[config.mk]
export PLATFORM = sky130hd
export DESIGN_NAME = for_block_delta_unpacker_top
export DESIGN_NICKNAME = d
export VERILOG_FILES = /design/src/fbdu_pkg.sv /design/src/fbdu_front.sv /design/src/fbdu_queue.sv /design/src/fbdu_back.sv /design/src/for_block_delta_unpacker_top.sv
export SDC_FILE = /design/constraint.sdc
export NUM_CORES = 1
export LEC_CHECK = 0
export ABC_AREA = 0
export BUFFER_PORTS_ARGS = -buffer_cell sky130_fd_sc_hd__buf_2
export CELL_PAD_IN_SITES_DETAIL_PLACEMENT = 1
export CELL_PAD_IN_SITES_GLOBAL_PLACEMENT = 1
export CORE_UTILIZATION = 45
export DETAILED_ROUTE_END_ITERATION = 12
export HOLD_SLACK_MARGIN = 0.08
export PLACE_DENSITY_LB_ADDON = 0.1
export SLEW_MARGIN = 20
export SYNTH_ARGS = -nofsm -noshare
export SYNTH_HDL_FRONTEND = slang
export SYNTH_SLANG_ARGS = --single-unit
[constraint.sdc]
create_clock -name clk -period 15.5 [get_ports clk]
set_clock_uncertainty 0.15 [all_clocks]
set_input_delay 3.875 -clock clk [delete_from_list [all_inputs] [get_ports clk]]
set_output_delay 3.875 -clock clk [all_outputs]
set_load 0.01 [all_outputs]
[src/fbdu_pkg.sv]
`timescale 1ns / 1ps
// fbdu_pkg: shared types and constants of the delta unpacker
package fbdu_pkg;

    // field widths of the item and result beats
    localparam int CMD_W    = 1;
    localparam int BYTE_W   = 8;
    localparam int WIDTH_W  = 6;
    localparam int COUNT_W  = 11;
    localparam int VALUE_W  = 32;
    localparam int POS_W    = 10;
    localparam int STATUS_W = 2;

    // bit buffer: up to 31 held bits plus one new byte
    localparam int ACC_W  = 40;
    localparam int HELD_W = 6;

    // command codes
    localparam logic [CMD_W-1:0] CMD_START = 1'b0;
    localparam logic [CMD_W-1:0] CMD_BYTE  = 1'b1;

    // status codes
    localparam logic [STATUS_W-1:0] STATUS_OK         = 2'd0;
    localparam logic [STATUS_W-1:0] STATUS_BAD_HEADER = 2'd1;
    localparam logic [STATUS_W-1:0] STATUS_NO_BLOCK   = 2'd2;

    // input beat
    typedef struct packed {
        logic [CMD_W-1:0]   command;
        logic [BYTE_W-1:0]  data_byte;
        logic [WIDTH_W-1:0] bits_per_value;
        logic [COUNT_W-1:0] block_count;
        logic [VALUE_W-1:0] base_value;
    } fbdu_in_t;

    // result beat
    typedef struct packed {
        logic [VALUE_W-1:0]  value;
        logic [POS_W-1:0]    position;
        logic                last;
        logic [STATUS_W-1:0] status;
    } fbdu_out_t;

    // classified operation kinds queued from front to back
    typedef enum logic [1:0] {
        OP_START = 2'd0,
        OP_BAD   = 2'd1,
        OP_BYTE  = 2'd2
    } fbdu_kind_t;

    // queued operation
    typedef struct packed {
        fbdu_kind_t         kind;
        logic [BYTE_W-1:0]  data_byte;
        logic [WIDTH_W-1:0] bits_per_value;
        logic [COUNT_W-1:0] block_count;
        logic [VALUE_W-1:0] base_value;
    } fbdu_op_t;

endpackage

[src/fbdu_front.sv]
`timescale 1ns / 1ps
// fbdu_front: accepts item beats and classifies them for the back end
module fbdu_front #(
    parameter int MAX_BLOCK  = 1024,
    parameter int VALUE_BITS = 32
) (
    input  logic               item_valid,
    output logic               item_ready,
    input  fbdu_pkg::fbdu_in_t item,
    input  logic               q_full,
    output logic               push,
    output fbdu_pkg::fbdu_op_t push_op
);
    import fbdu_pkg::*;

    logic bad_header;

    // header check against the configured limits
    assign bad_header = (item.bits_per_value == '0)
                     || (32'(item.bits_per_value) > 32'(VALUE_BITS))
                     || (item.block_count == '0)
                     || (32'(item.block_count) > 32'(MAX_BLOCK));

    // take a beat whenever the queue has room
    assign item_ready = !q_full;
    assign push       = item_valid && !q_full;

    // classify
    always_comb
    begin
        push_op.data_byte      = item.data_byte;
        push_op.bits_per_value = item.bits_per_value;
        push_op.block_count    = item.block_count;
        push_op.base_value     = item.base_value;
        if (item.command == CMD_BYTE)
        begin
            push_op.kind = OP_BYTE;
        end
        else if (bad_header)
        begin
            push_op.kind = OP_BAD;
        end
        else
        begin
            push_op.kind = OP_START;
        end
    end

endmodule

[src/fbdu_queue.sv]
`timescale 1ns / 1ps
// fbdu_queue: short fifo of classified operations between front and back
module fbdu_queue #(
    parameter int DEPTH = 4
) (
    input  logic               clk,
    input  logic               rst_n,
    input  logic               push,
    input  fbdu_pkg::fbdu_op_t push_op,
    output logic               q_full,
    output logic               q_valid,
    output fbdu_pkg::fbdu_op_t head,
    input  logic               pop
);
    import fbdu_pkg::*;

    localparam int PTR_W = (DEPTH > 1) ? $clog2(DEPTH) : 1;
    localparam int CNT_W = $clog2(DEPTH + 1);

    fbdu_op_t          entries_reg [DEPTH];
    logic [PTR_W-1:0]  wr_ptr_reg, wr_ptr_next;
    logic [PTR_W-1:0]  rd_ptr_reg, rd_ptr_next;
    logic [CNT_W-1:0]  count_reg, count_next;

    assign q_full  = (count_reg == CNT_W'(DEPTH));
    assign q_valid = (count_reg != '0);
    assign head    = entries_reg[rd_ptr_reg];

    // pointer and fill count update
    always_comb
    begin
        wr_ptr_next = wr_ptr_reg;
        rd_ptr_next = rd_ptr_reg;
        count_next  = count_reg;
        if (push)
        begin
            wr_ptr_next = (wr_ptr_reg == PTR_W'(DEPTH - 1)) ? '0 : wr_ptr_reg + PTR_W'(1);
        end
        if (pop)
        begin
            rd_ptr_next = (rd_ptr_reg == PTR_W'(DEPTH - 1)) ? '0 : rd_ptr_reg + PTR_W'(1);
        end
        if (push && !pop)
        begin
            count_next = count_reg + CNT_W'(1);
        end
        else if (pop && !push)
        begin
            count_next = count_reg - CNT_W'(1);
        end
    end

    // control registers
    always_ff @(posedge clk or negedge rst_n)
    begin
        if (!rst_n)
        begin
            wr_ptr_reg <= '0;
            rd_ptr_reg <= '0;
            count_reg  <= '0;
        end
        else
        begin
            wr_ptr_reg <= wr_ptr_next;
            rd_ptr_reg <= rd_ptr_next;
            count_reg  <= count_next;
        end
    end

    // entry storage
    always_ff @(posedge clk)
    begin
        if (push)
        begin
            entries_reg[wr_ptr_reg] <= push_op;
        end
    end

endmodule

[src/fbdu_back.sv]
`timescale 1ns / 1ps
// fbdu_back: runs queued operations, unpacks deltas and emits running sums
module fbdu_back #(
    parameter int MAX_BLOCK  = 1024,
    parameter int VALUE_BITS = 32
) (
    input  logic                clk,
    input  logic                rst_n,
    input  logic                q_valid,
    input  fbdu_pkg::fbdu_op_t  head,
    output logic                pop,
    output logic                result_valid,
    input  logic                result_ready,
    output fbdu_pkg::fbdu_out_t result
);
    import fbdu_pkg::*;

    localparam int LEFT_W = $clog2(MAX_BLOCK + 1);

    typedef enum logic [1:0] {
        ST_IDLE    = 2'b01,
        ST_EXTRACT = 2'b10
    } state_t;

    state_t                 state_reg, state_next;
    logic [ACC_W-1:0]       acc_reg, acc_next;
    logic [HELD_W-1:0]      held_reg, held_next;
    logic [VALUE_BITS-1:0]  sum_reg, sum_next;
    logic [LEFT_W-1:0]      left_reg, left_next;
    logic [POS_W-1:0]       emitted_reg, emitted_next;
    logic [WIDTH_W-1:0]     width_reg, width_next;
    logic                   out_valid_reg, out_valid_next;
    fbdu_out_t              out_reg, out_next;

    logic                   slot_free;
    logic                   can_extract;
    logic [HELD_W-1:0]      rest;
    logic [ACC_W-1:0]       shifted;
    logic [ACC_W-1:0]       keep_mask;
    logic [VALUE_BITS-1:0]  sum_add;

    assign result_valid = out_valid_reg;
    assign result       = out_reg;

    // output slot is free when empty or being drained this cycle
    assign slot_free = !out_valid_reg || result_ready;

    // delta extraction from the top of the held bits
    assign can_extract = (left_reg != '0) && (held_reg >= width_reg);
    assign rest        = held_reg - width_reg;
    assign shifted     = acc_reg >> rest;
    assign keep_mask   = (ACC_W'(1) << rest) - ACC_W'(1);
    assign sum_add     = sum_reg + shifted[VALUE_BITS-1:0];

    // sequencer
    always_comb
    begin
        state_next     = state_reg;
        acc_next       = acc_reg;
        held_next      = held_reg;
        sum_next       = sum_reg;
        left_next      = left_reg;
        emitted_next   = emitted_reg;
        width_next     = width_reg;
        out_valid_next = out_valid_reg && !result_ready;
        out_next       = out_reg;
        pop            = 1'b0;
        unique case (state_reg)
            ST_IDLE:
            begin
                if (q_valid && slot_free)
                begin
                    pop = 1'b1;
                    unique case (head.kind)
                        OP_START:
                        begin
                            acc_next     = '0;
                            held_next    = '0;
                            emitted_next = '0;
                            width_next   = head.bits_per_value;
                            left_next    = LEFT_W'(head.block_count);
                            sum_next     = head.base_value[VALUE_BITS-1:0];
                        end
                        OP_BAD:
                        begin
                            acc_next       = '0;
                            held_next      = '0;
                            left_next      = '0;
                            emitted_next   = '0;
                            out_valid_next = 1'b1;
                            out_next       = '{value: '0, position: '0, last: 1'b0,
                                               status: STATUS_BAD_HEADER};
                        end
                        OP_BYTE:
                        begin
                            if (left_reg == '0)
                            begin
                                out_valid_next = 1'b1;
                                out_next       = '{value: '0, position: '0, last: 1'b0,
                                                   status: STATUS_NO_BLOCK};
                            end
                            else
                            begin
                                acc_next   = {acc_reg[ACC_W-BYTE_W-1:0], head.data_byte};
                                held_next  = held_reg + HELD_W'(BYTE_W);
                                state_next = ST_EXTRACT;
                            end
                        end
                        default:
                        begin
                            pop = 1'b1;
                        end
                    endcase
                end
            end
            ST_EXTRACT:
            begin
                if (can_extract)
                begin
                    if (slot_free)
                    begin
                        out_valid_next = 1'b1;
                        out_next       = '{value: VALUE_W'(sum_add), position: emitted_reg,
                                           last: (left_reg == LEFT_W'(1)),
                                           status: STATUS_OK};
                        sum_next       = sum_add;
                        held_next      = rest;
                        acc_next       = acc_reg & keep_mask;
                        left_next      = left_reg - LEFT_W'(1);
                        emitted_next   = emitted_reg + POS_W'(1);
                    end
                end
                else
                begin
                    // drop padding once the block is done
                    if (left_reg == '0)
                    begin
                        acc_next  = '0;
                        held_next = '0;
                    end
                    state_next = ST_IDLE;
                end
            end
            default:
            begin
                state_next = ST_IDLE;
            end
        endcase
    end

    // control registers
    always_ff @(posedge clk or negedge rst_n)
    begin
        if (!rst_n)
        begin
            state_reg     <= ST_IDLE;
            acc_reg       <= '0;
            held_reg      <= '0;
            sum_reg       <= '0;
            left_reg      <= '0;
            emitted_reg   <= '0;
            width_reg     <= '0;
            out_valid_reg <= 1'b0;
        end
        else
        begin
            state_reg     <= state_next;
            acc_reg       <= acc_next;
            held_reg      <= held_next;
            sum_reg       <= sum_next;
            left_reg      <= left_next;
            emitted_reg   <= emitted_next;
            width_reg     <= width_next;
            out_valid_reg <= out_valid_next;
        end
    end

    // result payload register
    always_ff @(posedge clk)
    begin
        out_reg <= out_next;
    end

endmodule

[src/for_block_delta_unpacker_top.sv]
`timescale 1ns / 1ps
// for_block_delta_unpacker_top: frame-of-reference delta block decoder
//
//   channel  handshake                    payload
//   item     item_valid / item_ready      item   (fbdu_in_t)
//   result   result_valid / result_ready  result (fbdu_out_t)
//
// a start beat loads the block header; a byte beat gives k decoded values (up to 8 at
// width 1), one value per cycle from the extract loop while results are taken
// a byte outside a block or a bad header gives one error beat
// a 4-entry operation queue lets items be taken while the back end works or stalls
// reset clears the bit buffer, running sum and counters; no clearing pass
module for_block_delta_unpacker_top #(
    parameter int MAX_BLOCK  = 1024,
    parameter int VALUE_BITS = 32
) (
    input  logic                clk,
    input  logic                rst_n,
    input  logic                item_valid,
    output logic                item_ready,
    input  fbdu_pkg::fbdu_in_t  item,
    output logic                result_valid,
    input  logic                result_ready,
    output fbdu_pkg::fbdu_out_t result
);
    import fbdu_pkg::*;

    logic     q_full;
    logic     q_valid;
    logic     push;
    logic     pop;
    fbdu_op_t push_op;
    fbdu_op_t head;

    // classify incoming beats
    fbdu_front #(
        .MAX_BLOCK  (MAX_BLOCK),
        .VALUE_BITS (VALUE_BITS)
    ) u_front (
        .item_valid (item_valid),
        .item_ready (item_ready),
        .item       (item),
        .q_full     (q_full),
        .push       (push),
        .push_op    (push_op)
    );

    // decoupling queue
    fbdu_queue #(
        .DEPTH (4)
    ) u_queue (
        .clk     (clk),
        .rst_n   (rst_n),
        .push    (push),
        .push_op (push_op),
        .q_full  (q_full),
        .q_valid (q_valid),
        .head    (head),
        .pop     (pop)
    );

    // unpack and accumulate
    fbdu_back #(
        .MAX_BLOCK  (MAX_BLOCK),
        .VALUE_BITS (VALUE_BITS)
    ) u_back (
        .clk          (clk),
        .rst_n        (rst_n),
        .q_valid      (q_valid),
        .head         (head),
        .pop          (pop),
        .result_valid (result_valid),
        .result_ready (result_ready),
        .result       (result)
    );

endmodule

# Word-level counts from Yosys, hierarchy flattened
# Memories as Yosys holds them, arrays and structs flattened.
# Index checks and enable logic that the tools add are counted.
# word_totals
mem_count,1
register_bits,160
wordCells,142
input_bits,62
output_inout_bits,47
ramBits,236
# op_classes
eq_ne,23
order_cmp,3
reduce_logical,31
add_sub_neg,10
bitwise,1
mux,56
shift,2
# mem_list
memory,words,word_bits,read_ports,rd_ports_with_merged_regs,write_ports,line_no,source
u_queue.entries_reg,4,59,1,0,1,fbdu_queue.sv:20,fbdu_op_t entries_reg [DEPTH];
# ops
operator,count
$mux 40,5
$mux 45,4
$pmux 45 s2,2
$pmux 40 s2,2
$mux 32,4
$pmux 32 s2,1
$pmux 11 s2,2
$and 40x40->40,1
$mux 10,4
$shl 1x6->40 const A,1
$shr 40x6->32,1
$sub 40x2->40 const B,1
$mux 11,3
$add 32x32->32,1
$mux 6,5
$pmux 6 s2,2
$logic_not 11->1,2
$pmux 10 s2,1
$reduce_and 5->1,3
$mux 2,7
$ne 3x3->1 const B,4
$reduce_and 6->1,2
$eq 11x1->1 const B,1
$gt 11x11->1 const B,1
other kinds (31),66

# Depth between registers and ports, before layout
# logic_depth
ltp_word,8
mapped_depth,25
depth_no_buf,22

# Modules after synthesis
# Synthesis repeated with hierarchy kept, for this count alone.
# hier_totals
cells_unflattened,1712
hier_area_um2,20788.7
# modules_own_cells
module,seq_area_each_um2,cells_per_inst,instances,area_each_um2
fbdu_back,4055.1,1296,1,11283.3
fbdu_queue,7262.0,346,1,8997.4
fbdu_front,0.0,70,1,508.0

# Worst setup path after synthesis
# No wires, ideal clock.
# synth_path
path_type,input to register
from,in result_ready
to,"reg u_back.out_reg, in the netlist u_back.result[0], enable pin"
cell_stages,4
required_time_ps,14834
setup_slack_ps,7091
path_buffers,0
arrival_ps,7744
setup_time_ps,516
path_cell_list,nand2b_1 and2_1 nand3_1 a211oi_1
# synth_via
elab_chain_len,4
word_cells_on_any_way,5
classes_between,eq/ne (2); reduce/logical (3)
# synth_lines
item,line_no,source
from (decl),for_block_delta_unpacker_top.sv:23,"input logic result_ready,"
$logic_or 1x1->1 (*),fbdu_back.sv:46,assign slot_free = !out_valid_reg || result_ready;
$logic_and 1x1->1,fbdu_back.sv:71,if (q_valid && slot_free)
$ne 2x1->1 (no line),n/a,
$reduce_and 6->1 (no line) (*),n/a,
to (signal assigned),fbdu_back.sv:181,out_reg <= out_next;
to (decl),fbdu_back.sv:33,"fbdu_out_t out_reg, out_next;"
# Mark *: on every way between the ends. The rest lies on a longest branch, timed or not.
# A chain may end at the register's enable or synchronous reset.

# Worst setup path in the final report
# layout_path
from,reg u_back.held_reg[0]
to,"reg u_back.out_reg, in the netlist u_back.result[41], data pin"
# layout_via
elab_chain_len,6
# layout_lines
item,line_no,source
from (decl),fbdu_back.sv:27,"logic [HELD_W-1:0] held_reg, held_next;"
from (signal assigned),fbdu_back.sv:169,held_reg <= held_next;
$sub 6x6->6,fbdu_back.sv:50,assign rest = held_reg - width_reg;
$shr 40x6->32,fbdu_back.sv:51,assign shifted = acc_reg >> rest;
$add 32x32->32,fbdu_back.sv:53,assign sum_add = sum_reg + shifted[VALUE_BITS-1:0];
$mux 45,fbdu_back.sv:120,if (slot_free)
$mux 45,fbdu_back.sv:118,if (can_extract)
$pmux 45 s2,fbdu_back.sv:68,unique case (state_reg)
# No other way between the ends. The select of a mux whose other input is x is not followed.

==> results_dict.tcl <==
set metrics [dict create \
    synthArstFlopShare 0.290 \
    synth_edf_count 281 \
    ant_nets 0 \
    syn_to_final_growth_pct 11.5 \
    timing.final.crit_period_ps 6660 \
    cts_tree "yes" \
    synth.distinct_cells 95 \
    synth_top_area_cell "edfxtp_1" \
    cts.clk_slew.worst_paths_ps 60 \
    die_w_um 216 \
    report.final.hold_viol_count 0 \
    core-area_um2 45400 \
    path_buf_inv 5 \
    overflow 0 \
    cts_hold_buf 0 \
    syn-num-nets 1874 \
    use_met1 0.367 \
    maxSlewViolCount 0 \
    dieArea_um2 46800 \
    arrival_ps 6810 \
    rsz0062_at_grt "no" \
    regArea_um2 11300 \
    critical_path_class "reg -> reg" \
    post-dp-hpwl_um 39700 \
    grt_util_met3 0.0314 \
    grt_max_degree 72 \
    ys_warn_count 0 \
    multiInputGateArea_um2 8740 \
    synth_seq_cells 396 \
    grt_pass1_wl_um 90500 \
    synth_ff_type "edfxtp_1" \
    grtUsageTotal 0.251 \
    grt_antenna_before_repair 2 \
    slowest_delay_ps 560 \
    wl_per_cell_um 23.6 \
    nets 1944 \
    syn-mean-instance-area_um2 11.8 \
    yosysTopAreaCellShare 0.408 \
    design_area_um2 23100 \
    via_count 14673 \
    cts_buffers 43 \
    synth_commonest_cells "281 x edfxtp_1, 193 x nand2_1, 136 x nor2_1, 119 x o21ai_0, 114 x dfrtp_1" \
    period_share 0.429 \
    start_kind "flip-flop" \
    first_pass_iters 5 \
    critPathMaxFanout 43 \
    clock_latency_ps 590 \
    largest_reg_flops 236 \
    max_freq_mhz 150 \
    drt_iter0_drc 948 \
    core.rowCount 78 \
    fin_cells 2461 \
    ctsResizeCount 0 \
    path_cells "inv_1 > ha_2 > inv_1 > fa_1 > buf_4 > inv_1 > buf_4 > mux2_2 > o21ai_0 > nor2_1 > nor3_1 > a31oi_1 > o22ai_1 > ha_1 > a21oi_1 > nand3b_1 > o21ai_0 > o211ai_1 > a31o_2 > a311oi_1 > xor2_1 > nor2_1" \
    h-tree-depth 2 \
    cpMostUsedCell "inv_1" \
    io_buffers 108 \
    fin_setup_tns_ps 0 \
    start_util 0.456 \
    drive_gt1_frac 0.181 \
    viasPerCell 5.96 \
    synth_area_leaders "edfxtp_1 41%, dfrtp_1 14%, mux4_2 7.3%" \
    die_h_um 216 \
    busiest_layer "met2" \
    io_pins 109 \
    wirelength_um 58000 \
    min_path_type "reg -> reg" \
    slew_headroom 0.281 \
    fillCellCount 4767 \
    cts_buffer_depth 3 \
    post-cts-setup-buffer-count 0 \
    path_delay_family "compound AO/OA/AOI/OAI gates" \
    synth_most_common_cell "edfxtp_1" \
    route.detailed.drc 0 \
    clkSinkCount 396 \
    met2_usage 0.399 \
    dp_cells 2380 \
    gp_congestion 0.901 \
    dpl-instance-area_um2 21700 \
    critPathCaptureType "flip-flop" \
    final-setup-viol-count 0 \
    root_buffer "clkbuf_16" \
    crit_required_ps 15650 \
    maxCapViolCount 0 \
    synth_seq_area_share 0.547 \
    grt_pass1_vias 15246 \
    run_status "complete, no violations" \
    synthesis.area_um2 20700 \
    slowest_stage "o21ai_0" \
    synthCells 1755 \
    worst_pin_slew_ps 1070 \
]
[final cells by class]
type	count	area share
clock buffers	54	0.0493
diodes	1	0.000108
repair buffers	135	0.0325
inverters	48	0.00781
flip-flops and latches	396	0.491
multi-input cells	1201	0.379
well taps	600	0.0325
clock inverters	26	0.00851
[worst min-delay path: stages (launching register included)]
cell	delay, ps
dfrtp_1	350
nand2_1	50
o21ai_0	60
[cells in the final DEF (no fill, tap or decap), types with 43 or more instances in the layout]
master	count
inv_1	47
o21ai_0	119
edfxtp_1	281
ha_1	52
nor3_1	44
dfrtp_1	112
buf_2	107
mux2i_1	58
clkbuf_16	43
mux4_2	67
nand2_1	193
a21oi_1	108
nor2_1	136
[kinds of logic after synthesis]
kind of cell	Yosys count	synth area share
compound gates	433	0.136
xor+xnor	40	0.0173
fa+ha+maj	57	0.0356
buf+inv	158	0.0348
flops	396	0.547
mux	143	0.111
simple gates	528	0.119
[worst paths after layout]
path,slack (ps),from,cells after the start,to
hold reg to reg,340,u_back.sum_reg[2],2,u_back.sum_reg[2]
setup reg to reg,8840,u_back.held_reg[0],22,u_back.result[41]
hold / removal,340,u_back.sum_reg[2],2,u_back.sum_reg[2]
min in group asynchronous,3200,rst_n,1,u_back.acc_reg[14]
max in group asynchronous,10830,rst_n,2,u_back.left_reg[2]
setup / recovery,8840,u_back.held_reg[0],22,u_back.result[41]
[metrics by stage]
step	hold slack (ps)	utilization	worst slack [ps]
after floorplan	305	-	7090
after global placement	321	0.479	8900
after detailed placement	327	0.479	8780
after CTS	344	0.508	8910
after global routing	370	0.509	8490
final	344	0.509	8840
[routing by layer]
metal  vias to the layer above  part of all wire
li1                       6789                 -
met1                      7519              0.48
met2                       290              0.46
met3                        73             0.041
met4                         2             0.017
met5                         -           0.00028
Power is left out: the tool's default activity adds up to more than one toggle a clock period on the data nets, which glitch-free logic cannot reach.
